## src/hdl/stlb_pkg.sv

```systemverilog
package stlb_pkg;

  // Fixed field widths
  localparam int unsigned ADDR_W = 32;
  localparam int unsigned TAG_W  = 24;
  localparam int unsigned CNT_W  = 32;
  localparam int unsigned LPS_W  = 5;

  // Page shift limits and the reset page size
  localparam logic [LPS_W-1:0] LPS_MIN   = 5'd8;
  localparam logic [LPS_W-1:0] LPS_MAX   = 5'd16;
  localparam logic [LPS_W-1:0] LPS_RESET = 5'd12;

  typedef logic [ADDR_W-1:0] addr_t;
  typedef logic [TAG_W-1:0]  tag_t;
  typedef logic [CNT_W-1:0]  cnt_t;
  typedef logic [LPS_W-1:0]  lps_t;

  typedef enum logic [1:0] {
    OP_LOOKUP     = 2'd0,
    OP_FILL       = 2'd1,
    OP_FLUSH_PAGE = 2'd2,
    OP_FLUSH_ALL  = 2'd3
  } op_e;

endpackage

```

## src/hdl/stlb_req_if.sv

```systemverilog
interface stlb_req_if;
  import stlb_pkg::*;

  logic  valid;
  logic  ready;
  op_e   operation;
  addr_t virtual_address;
  addr_t physical_page;

  modport source (
    output valid, operation, virtual_address, physical_page,
    input  ready
  );

  modport sink (
    input  valid, operation, virtual_address, physical_page,
    output ready
  );

endinterface

```

## src/hdl/stlb_rsp_if.sv

```systemverilog
interface stlb_rsp_if;
  import stlb_pkg::*;

  logic  valid;
  logic  ready;
  logic  hit;
  addr_t translation;
  cnt_t  hits_so_far;
  cnt_t  misses_so_far;
  cnt_t  flushes_so_far;

  modport source (
    output valid, hit, translation, hits_so_far, misses_so_far, flushes_so_far,
    input  ready
  );

  modport sink (
    input  valid, hit, translation, hits_so_far, misses_so_far, flushes_so_far,
    output ready
  );

endinterface

```

## src/hdl/set_associative_tlb_lru.sv

```systemverilog
// Set-associative TLB with true LRU replacement, 2**LOG_SETS sets of WAYS ways.
// Every request transaction (lookup, fill, flush one page, flush all) yields one
// response transaction, registered after stage 1; requests are taken every
// cycle unless the response stalls, a full flush sits in stage 1 or the
// clearing pass runs. The set's row is read from the entry memories in the
// accept cycle and resolved, updated and written back in stage 1 as it
// advances; a row written by the previous transaction is forwarded. A full
// flush clears the valid bits with this pass over the memories, one set per
// cycle, holding off the request side until it ends. The same pass runs after
// reset, also restoring the LRU order. log_page_size is taken saturated to
// 8..16 and must only be written while the block is idle.
module set_associative_tlb_lru #(
  parameter int unsigned LOG_SETS = 4,
  parameter int unsigned WAYS     = 2
) (
  input  logic                  clk_i,
  input  logic                  rst_ni,
  input  logic                  cfg_we_i,
  input  logic [stlb_pkg::LPS_W-1:0] cfg_wdata_i,
  stlb_req_if.sink              req_i,
  stlb_rsp_if.source            rsp_o
);
  import stlb_pkg::*;

  localparam int unsigned SETS   = 1 << LOG_SETS;
  localparam int unsigned SET_IW = (LOG_SETS > 0) ? LOG_SETS : 1;
  localparam int unsigned WIDX   = (WAYS > 1) ? $clog2(WAYS) : 1;

  localparam logic ST_RUN   = 1'b0;
  localparam logic ST_SWEEP = 1'b1;

  typedef logic [SET_IW-1:0]           set_t;
  typedef logic [WIDX-1:0]             way_t;
  typedef logic [WAYS-1:0]             vld_row_t;
  typedef logic [WAYS-1:0][TAG_W-1:0]  tag_row_t;
  typedef logic [WAYS-1:0][ADDR_W-1:0] frm_row_t;
  typedef logic [WAYS-1:0][WIDX-1:0]   ord_row_t;

  // Entry memories, one row per set
  vld_row_t vld_mem [SETS];
  tag_row_t tag_mem [SETS];
  frm_row_t frm_mem [SETS];
  ord_row_t ord_mem [SETS];

  // Config and control state
  lps_t  lps_q;
  logic  state_q, state_d;
  logic  clr_ord_q, clr_ord_d;
  set_t  swp_idx_q, swp_idx_d;
  logic  s1_valid_q;
  logic  rsp_valid_q;
  cnt_t  hit_cnt_q, miss_cnt_q, flush_cnt_q;
  cnt_t  hit_cnt_d, miss_cnt_d, flush_cnt_d;

  // Stage 1 payload
  op_e      s1_op_q;
  set_t     s1_set_q;
  tag_t     s1_tag_q;
  addr_t    s1_pp_q;
  logic     byp_q;
  vld_row_t rd_vld_q, byp_vld_q;
  tag_row_t rd_tag_q, byp_tag_q;
  frm_row_t rd_frm_q, byp_frm_q;
  ord_row_t rd_ord_q, byp_ord_q;

  // Response payload
  logic  rsp_hit_q;
  addr_t rsp_trans_q;

  logic  accept, s1_adv;
  lps_t  shamt;
  addr_t page_in;
  set_t  set_in;

  // Memory write port
  logic     wr_row_en, wr_vld_en, wr_ord_en;
  set_t     wr_set;
  vld_row_t wr_vld;
  tag_row_t wr_tag;
  frm_row_t wr_frm;
  ord_row_t wr_ord;
  ord_row_t ord_init;

  // Stage 1 resolution
  vld_row_t row_vld, new_vld;
  tag_row_t row_tag, new_tag;
  frm_row_t row_frm, new_frm;
  ord_row_t row_ord, new_ord, rec_ord;
  logic     hit_any, inv_any, touch;
  way_t     hit_way, inv_way, victim, touch_way, pos;
  logic     res_hit;
  addr_t    res_trans;

  // Handshake
  assign s1_adv = s1_valid_q && (!rsp_valid_q || rsp_o.ready);
  assign req_i.ready = (state_q == ST_RUN) &&
                       (!s1_valid_q || (s1_adv && s1_op_q != OP_FLUSH_ALL));
  assign accept = req_i.valid && req_i.ready;

  // Saturate the page shift and pick the set of the incoming address
  always_comb begin
    shamt = lps_q;
    if (lps_q < LPS_MIN) shamt = LPS_MIN;
    if (lps_q > LPS_MAX) shamt = LPS_MAX;
  end
  assign page_in = req_i.virtual_address >> shamt;
  assign set_in  = SET_IW'(page_in & ADDR_W'(SETS - 1));

  // Config register
  always_ff @(posedge clk_i or negedge rst_ni) begin
    if (!rst_ni) begin
      lps_q <= LPS_RESET;
    end else if (cfg_we_i) begin
      lps_q <= cfg_wdata_i;
    end
  end

  // Initial LRU order: way 0 most recent
  always_comb begin
    for (int i = 0; i < WAYS; i++) begin
      ord_init[i] = WIDX'(i);
    end
  end

  // Write port: row update from stage 1, or the clearing pass
  always_comb begin
    wr_row_en = s1_adv && (s1_op_q != OP_FLUSH_ALL);
    wr_vld_en = wr_row_en || (state_q == ST_SWEEP);
    wr_ord_en = wr_row_en || (state_q == ST_SWEEP && clr_ord_q);
    wr_set    = (state_q == ST_SWEEP) ? swp_idx_q : s1_set_q;
    wr_vld    = (state_q == ST_SWEEP) ? '0 : new_vld;
    wr_ord    = (state_q == ST_SWEEP) ? ord_init : new_ord;
    wr_tag    = new_tag;
    wr_frm    = new_frm;
  end

  always_ff @(posedge clk_i) begin
    if (wr_vld_en) vld_mem[wr_set] <= wr_vld;
    if (wr_ord_en) ord_mem[wr_set] <= wr_ord;
    if (wr_row_en) begin
      tag_mem[wr_set] <= wr_tag;
      frm_mem[wr_set] <= wr_frm;
    end
  end

  // Read the set row on accept; capture the row being written for forwarding
  always_ff @(posedge clk_i) begin
    if (accept) begin
      rd_vld_q  <= vld_mem[set_in];
      rd_tag_q  <= tag_mem[set_in];
      rd_frm_q  <= frm_mem[set_in];
      rd_ord_q  <= ord_mem[set_in];
      s1_op_q   <= req_i.operation;
      s1_set_q  <= set_in;
      s1_tag_q  <= page_in[TAG_W-1:0];
      s1_pp_q   <= req_i.physical_page;
      byp_vld_q <= new_vld;
      byp_tag_q <= new_tag;
      byp_frm_q <= new_frm;
      byp_ord_q <= new_ord;
    end
  end

  always_ff @(posedge clk_i or negedge rst_ni) begin
    if (!rst_ni) begin
      s1_valid_q <= 1'b0;
      byp_q      <= 1'b0;
    end else begin
      if (accept) begin
        s1_valid_q <= 1'b1;
        byp_q      <= wr_row_en && (s1_set_q == set_in);
      end else if (s1_adv) begin
        s1_valid_q <= 1'b0;
      end
    end
  end

  // Pick the current row contents
  always_comb begin
    row_vld = byp_q ? byp_vld_q : rd_vld_q;
    row_tag = byp_q ? byp_tag_q : rd_tag_q;
    row_frm = byp_q ? byp_frm_q : rd_frm_q;
    row_ord = byp_q ? byp_ord_q : rd_ord_q;
  end

  // Find the lowest matching way and the lowest free way
  always_comb begin
    hit_any = 1'b0;
    inv_any = 1'b0;
    hit_way = '0;
    inv_way = '0;
    for (int w = WAYS - 1; w >= 0; w--) begin
      if (row_vld[w] && row_tag[w] == s1_tag_q) begin
        hit_any = 1'b1;
        hit_way = WIDX'(w);
      end
      if (!row_vld[w]) begin
        inv_any = 1'b1;
        inv_way = WIDX'(w);
      end
    end
    victim = inv_any ? inv_way : row_ord[WAYS-1];
  end

  // Move the touched way to the front of the order
  always_comb begin
    touch_way = (s1_op_q == OP_FILL) ? victim : hit_way;
    pos = WIDX'(WAYS - 1);
    for (int i = WAYS - 2; i >= 0; i--) begin
      if (row_ord[i] == touch_way) pos = WIDX'(i);
    end
    rec_ord    = row_ord;
    rec_ord[0] = touch_way;
    for (int i = 1; i < WAYS; i++) begin
      if (WIDX'(i) <= pos) rec_ord[i] = row_ord[i-1];
    end
  end

  // Row update and result
  always_comb begin
    new_vld     = row_vld;
    new_tag     = row_tag;
    new_frm     = row_frm;
    touch       = 1'b0;
    res_hit     = 1'b0;
    res_trans   = '0;
    hit_cnt_d   = hit_cnt_q;
    miss_cnt_d  = miss_cnt_q;
    flush_cnt_d = flush_cnt_q;
    case (s1_op_q)
      OP_LOOKUP: begin
        if (hit_any) begin
          touch     = 1'b1;
          res_hit   = 1'b1;
          res_trans = row_frm[hit_way];
          hit_cnt_d = hit_cnt_q + 1'b1;
        end else begin
          miss_cnt_d = miss_cnt_q + 1'b1;
        end
      end
      OP_FILL: begin
        touch           = 1'b1;
        new_vld[victim] = 1'b1;
        new_tag[victim] = s1_tag_q;
        new_frm[victim] = s1_pp_q;
      end
      OP_FLUSH_PAGE: begin
        flush_cnt_d = flush_cnt_q + 1'b1;
        if (hit_any) new_vld[hit_way] = 1'b0;
      end
      default: begin
        flush_cnt_d = flush_cnt_q + 1'b1;
      end
    endcase
    new_ord = touch ? rec_ord : row_ord;
  end

  // Counters
  always_ff @(posedge clk_i or negedge rst_ni) begin
    if (!rst_ni) begin
      hit_cnt_q   <= '0;
      miss_cnt_q  <= '0;
      flush_cnt_q <= '0;
    end else if (s1_adv) begin
      hit_cnt_q   <= hit_cnt_d;
      miss_cnt_q  <= miss_cnt_d;
      flush_cnt_q <= flush_cnt_d;
    end
  end

  // Response register
  always_ff @(posedge clk_i or negedge rst_ni) begin
    if (!rst_ni) begin
      rsp_valid_q <= 1'b0;
    end else if (s1_adv) begin
      rsp_valid_q <= 1'b1;
    end else if (rsp_o.ready) begin
      rsp_valid_q <= 1'b0;
    end
  end

  always_ff @(posedge clk_i) begin
    if (s1_adv) begin
      rsp_hit_q   <= res_hit;
      rsp_trans_q <= res_trans;
    end
  end

  assign rsp_o.valid          = rsp_valid_q;
  assign rsp_o.hit            = rsp_hit_q;
  assign rsp_o.translation    = rsp_trans_q;
  assign rsp_o.hits_so_far    = hit_cnt_q;
  assign rsp_o.misses_so_far  = miss_cnt_q;
  assign rsp_o.flushes_so_far = flush_cnt_q;

  // Clearing pass sequencer
  always_comb begin
    state_d   = state_q;
    clr_ord_d = clr_ord_q;
    swp_idx_d = swp_idx_q;
    unique case (state_q)
      ST_RUN: begin
        if (s1_adv && s1_op_q == OP_FLUSH_ALL) begin
          state_d   = ST_SWEEP;
          clr_ord_d = 1'b0;
          swp_idx_d = '0;
        end
      end
      ST_SWEEP: begin
        if (swp_idx_q == SET_IW'(SETS - 1)) begin
          state_d   = ST_RUN;
          clr_ord_d = 1'b0;
        end else begin
          swp_idx_d = swp_idx_q + 1'b1;
        end
      end
      default: state_d = ST_RUN;
    endcase
  end

  always_ff @(posedge clk_i or negedge rst_ni) begin
    if (!rst_ni) begin
      state_q   <= ST_SWEEP;
      clr_ord_q <= 1'b1;
      swp_idx_q <= '0;
    end else begin
      state_q   <= state_d;
      clr_ord_q <= clr_ord_d;
      swp_idx_q <= swp_idx_d;
    end
  end

  // Hit counter moves only after a lookup leaves stage 1
  a_hit_cnt_src: assert property (@(posedge clk_i) disable iff (!rst_ni)
    hit_cnt_q != $past(hit_cnt_q) |-> $past(s1_adv && s1_op_q == OP_LOOKUP))
    else $error("hit counter changed without a lookup");

  // Flush counter moves only after a flush leaves stage 1
  a_flush_cnt_src: assert property (@(posedge clk_i) disable iff (!rst_ni)
    flush_cnt_q != $past(flush_cnt_q) |->
      $past(s1_adv && (s1_op_q == OP_FLUSH_PAGE || s1_op_q == OP_FLUSH_ALL)))
    else $error("flush counter changed without a flush");

  // A full flush starts the clearing pass and blocks new requests
  a_flush_all_sweep: assert property (@(posedge clk_i) disable iff (!rst_ni)
    s1_adv && s1_op_q == OP_FLUSH_ALL |=> state_q == ST_SWEEP && !req_i.ready)
    else $error("full flush did not start the clearing pass");

  // Stage 1 is empty during the clearing pass
  a_sweep_empty: assert property (@(posedge clk_i) disable iff (!rst_ni)
    state_q == ST_SWEEP |-> !s1_valid_q)
    else $error("transaction in flight during clearing pass");

endmodule

```

## src/flat_wrapper.sv

```systemverilog
// flat-port wrapper written by rule: the top's interface ports become plain ports
module set_associative_tlb_lru_flat import stlb_pkg::*;
#(
  parameter int unsigned LOG_SETS = 4,
  parameter int unsigned WAYS     = 2
)
  (clk_i, rst_ni, cfg_we_i, cfg_wdata_i, req_i_valid, req_i_operation, req_i_virtual_address, req_i_physical_page, req_i_ready, rsp_o_valid, rsp_o_hit, rsp_o_translation, rsp_o_hits_so_far, rsp_o_misses_so_far, rsp_o_flushes_so_far, rsp_o_ready);
  stlb_req_if req_i_i ();
  stlb_rsp_if rsp_o_i ();
  input  logic clk_i;
  input  logic rst_ni;
  input  logic cfg_we_i;
  input  logic [stlb_pkg::LPS_W-1:0] cfg_wdata_i;
  input wire logic [$bits(req_i_i.valid)-1:0] req_i_valid;
  input wire logic [$bits(req_i_i.operation)-1:0] req_i_operation;
  input wire logic [$bits(req_i_i.virtual_address)-1:0] req_i_virtual_address;
  input wire logic [$bits(req_i_i.physical_page)-1:0] req_i_physical_page;
  output wire logic [$bits(req_i_i.ready)-1:0] req_i_ready;
  output wire logic [$bits(rsp_o_i.valid)-1:0] rsp_o_valid;
  output wire logic [$bits(rsp_o_i.hit)-1:0] rsp_o_hit;
  output wire logic [$bits(rsp_o_i.translation)-1:0] rsp_o_translation;
  output wire logic [$bits(rsp_o_i.hits_so_far)-1:0] rsp_o_hits_so_far;
  output wire logic [$bits(rsp_o_i.misses_so_far)-1:0] rsp_o_misses_so_far;
  output wire logic [$bits(rsp_o_i.flushes_so_far)-1:0] rsp_o_flushes_so_far;
  input wire logic [$bits(rsp_o_i.ready)-1:0] rsp_o_ready;
  assign req_i_i.valid = req_i_valid;
  assign req_i_i.operation = req_i_operation;
  assign req_i_i.virtual_address = req_i_virtual_address;
  assign req_i_i.physical_page = req_i_physical_page;
  assign req_i_ready = req_i_i.ready;
  assign rsp_o_valid = rsp_o_i.valid;
  assign rsp_o_hit = rsp_o_i.hit;
  assign rsp_o_translation = rsp_o_i.translation;
  assign rsp_o_hits_so_far = rsp_o_i.hits_so_far;
  assign rsp_o_misses_so_far = rsp_o_i.misses_so_far;
  assign rsp_o_flushes_so_far = rsp_o_i.flushes_so_far;
  assign rsp_o_i.ready = rsp_o_ready;
  set_associative_tlb_lru #(.LOG_SETS(LOG_SETS), .WAYS(WAYS)) u_core (.clk_i(clk_i), .rst_ni(rst_ni), .cfg_we_i(cfg_we_i), .cfg_wdata_i(cfg_wdata_i), .req_i(req_i_i), .rsp_o(rsp_o_i));
endmodule
```

## config.mk

```make
export PLATFORM = sky130hd
export DESIGN_NAME = set_associative_tlb_lru_flat
export DESIGN_NICKNAME = d
export VERILOG_FILES = /design/src/hdl/stlb_pkg.sv /design/src/hdl/stlb_req_if.sv /design/src/hdl/stlb_rsp_if.sv /design/src/hdl/set_associative_tlb_lru.sv /design/src/flat_wrapper.sv
export SDC_FILE = /design/constraint.sdc
export NUM_CORES = 2
export LEC_CHECK = 0
export BUFFER_PORTS_ARGS = -buffer_cell sky130_fd_sc_hd__clkbuf_2
export CORE_UTILIZATION = 58
export CTS_BUF_LIST = sky130_fd_sc_hd__clkbuf_4 sky130_fd_sc_hd__clkbuf_8
export CTS_CLUSTER_DIAMETER = 200
export CTS_CLUSTER_SIZE = 40
export DETAILED_ROUTE_END_ITERATION = 6
export GPL_ROUTABILITY_DRIVEN = 0
export PLACE_DENSITY = 0.77
export REMOVE_ABC_BUFFERS = 1
export SYNTH_ARGS = -nofsm -noshare
export SYNTH_HDL_FRONTEND = slang
export SYNTH_SLANG_ARGS = --single-unit
```

## constraint.sdc

```tcl
create_clock -name clk_i -period 8.2 [get_ports clk_i]
set_input_delay 0.41 -clock clk_i [delete_from_list [all_inputs] [get_ports clk_i]]
set_output_delay 0.41 -clock clk_i [all_outputs]
set_load 0.05 [all_outputs]
```

==> qor.csv <==
metric;value;unit
clk_latency;0.92;ns
finalSetupViolCount;0;
path_clk_slew;0.22;ns
timing.final.crit_share;71.0;%
drt-total-wl;219000;µm
vias;55900;
cts_tree;built;
htreeDepth;3;
worstReg2RegStart;u_core.lps_q[1];
required;8.96;ns
power.leakage;31.9;nW
async_reset_ff_share;4.81;%
pre_cts_ws;2.63;ns
start_kind;flip-flop;
ys_seq_area_share;74.6;%
tightestPinTransition;1.37;ns
synth_area;91400;µm²
pin_count;207;
die_y;399;µm
grt_max_degree;216;
root_buffer;clkbuf_8;
path_max_fanout;215;
clock_path_buffers;3;
cpMaxStageDelayCell;dfrtp_1;
final_util;61.5;%
dieArea;159000;µm²
slew_headroom;8.45;%
synth.distinct_cells;61;
dpl.hpwl;108000;µm
path_buf_inv;2;
r2r-end;u_core.rd_frm_q[52];
violations;DRC;
rsz0062_at_grt;no;
final_net_count;6580;
ir_drop;0.171;mV
antenna_left;0;
layout_min_cycle_time;5.82;ns
path_cells;nand3b_1 -> o221ai_1 -> o311a_4 -> buf_4 -> buf_12 -> a21oi_1 -> a32oi_1 -> a22oi_1 -> nand3_1;
drc;1;
synthToLayoutAreaGrowth;5.20;%
r2r_setup_slack;2.38;ns
min_path_type;primary input to asynchronous set/reset pin;
power_density;268;nW/µm²
yosys-top-cells-area;edfxtp_1 72%, nand2_1 5.8%, a32oi_1 3.3%;
reg2regPathDepth;9;
grt_pass1_wl;323000;µm
die_w;399;µm
whs;0.0580;ns
drive_above_1_share;7.21;%
core_area;156000;µm²
ys_ff_latch;2289;
hold_viol;0;
critPathKind;flip-flop to flip-flop;
dr.pass1.iters;7;
synth_area_per_cell;14.0;µm²
fmax;172;MHz
status;finished, violations left;
critPathCaptureType;flip-flop;
critPathMaxStageDelay;0.90;ns
wire_per_inst;25.5;µm
rows;145;
cts_sinks;2289;
antenna_found_initial;2;
post_cts_resize_count;0;
numPortBuffers;198;
post_drt_via_cell_ratio;6.51;
dp_cells;8432;
ys_warn_count;0;
timing.max_cap.violations;0;
slew_viol_final;0;
start_util;58.5;%
synthCells;6520;
drtIter0Drc;8573;
synth_ff_type;edfxtp_1;
grt.total_usage;27.0;%
yosys.area.top_type;edfxtp_1;
overflow;0;
fin_cells;8589;
cp_top_family;compound AO/OA/AOI/OAI gates;
place_area;94300;µm²
synth.top_cell.area_share;71.6;%
crit_arrival;6.59;ns
fin_area;96100;µm²
cts_made_buffers;67;
finClkSkew;0.0718;ns
synth_edf_count;2179;
grt_pass1_vias;53100;
layout_setup_ws;2.38;ns
Yosys cell counts, types with 10 or more instances:
cell      number
nand3_1      186
mux2_2        12
inv_1         34
mux2i_1      181
edfxtp_1    2179
buf_2         68
a22oi_1      117
nand4_1       22
nand2b_1      38
nor2b_1       40
a21o_1        37
nor2_1       238
dfrtp_1      106
nor4_1        12
a21oi_1      598
and3_1        28
buf_1         59
clkbuf_1     307
and2_1        10
nor3_1        20
a221o_1      116
nand2_1     1420
a32oi_1      348
o21ai_0       23
xor2_1        45
xnor2_1       99
a31oi_1       78
cells by family (layout without fill, tap and decap cells):
logic type | Yosys count | count (layout) | synth area share [%]
DFF | 2289 | 2289 | 74.6
and+or+nand+nor | 2029 | 2029 | 9.14
AOI/OAI and AO/OA | 1371 | 1371 | 10.3
buffers and inverters | 478 | 488 | 2.12
muxes | 200 | 200 | 2.30
xor gates and xnor gates | 144 | 144 | 1.38
adders and majority gates | 9 | 9 | 0.123
other | 0 | 1 | 0
through the flow:
step                      total power, mW  setup TNS [ns]
final                                25.8               0
after global routing                 26.7               0
after CTS                            25.7               0
after detailed placement             21.9               0
after global placement               21.6               0
after floorplan                      20.6        -6005.61
metal layers:
| metal | track usage, % | vias to the layer above | share of wire, % |
|---|---|---|---|
| li1 | - | 24400 | - |
| met3 | 3.81 | 293 | 10 |
| met4 | 7.18 | 0 | 2.3 |
| met1 | 38.5 | 28100 | 39 |
| met5 | 0 | - | 0 |
| met2 | 43.9 | 3069 | 49 |
flip-flops by register name, summed over array words and instances, names as in the netlist, 5 cells and up:
register                     cells
u_core.rsp_o.translation        32
u_core.ord_mem                  32
u_core.rsp_o.misses_so_far      32
u_core.rd_tag_q                 48
u_core.vld_mem                  32
u_core.rd_frm_q                 64
u_core.tag_mem                 768
u_core.s1_pp_q                  32
u_core.s1_tag_q                 21
u_core.lps_q                     5
u_core.byp_frm_q                64
u_core.byp_tag_q                48
u_core.rsp_o.hits_so_far        32
u_core.rsp_o.flushes_so_far     32
u_core.frm_mem                1024
cells in the final DEF, fill, tap and decap left out, types with 39 or more instances in the layout:
master and n:
a31oi_1 75, nand2_1 1417, nor2_1 222, dfrtp_1 105, a221o_1 116, a22oi_1 117
nor2b_1 39, clkbuf_8 67, a32oi_1 348, xor2_1 45, dlygate4sd3_1 51, a21oi_1 598
xnor2_1 99, edfxtp_1 2179, nand3_1 186, mux2i_1 181, buf_4 83, clkbuf_2 197
worst max-delay path by stage:
stage,from,to,slack (ns),depth (start not counted)
5_1_grt,u_core.lps_q[1],u_core.rd_frm_q[47],2.13,10
6_report,u_core.lps_q[1],u_core.rd_frm_q[52],2.38,9
4_1_cts,u_core.lps_q[1],u_core.rd_frm_q[34],2.62,10
3_3_place_gp,u_core.lps_q[1],u_core.rd_frm_q[10],2.78,10
3_5_place_dp,u_core.lps_q[1],u_core.rd_frm_q[34],2.63,10
2_1_floorplan,u_core.lps_q[4],u_core.rd_frm_q[10],-49.89,9
cell type report:
class	count	area, µm²
tap	2058	2570
clock buffer	96	1140
antenna	1	2.50
fill	11100	60100
timing repair buffer	349	2480
multi-input combinational	3753	21500
clock inverter	8	100
inverter	35	146
sequential	2289	68200
where the power goes:
part | switching [mW] | total, mW | internal [mW]
combinational | 4.59 | 6.03 | 1.44
sequential | 0.407 | 15.7 | 15.3
clock | 3.12 | 4.05 | 0.923
total | 8.12 | 25.8 | 17.7
repair_timing:
item	CTS	global route
buffers inserted	0	0
hold endpoints to repair	100	0
hold buffers	51	0
Power figures use the tool's default switching activity.
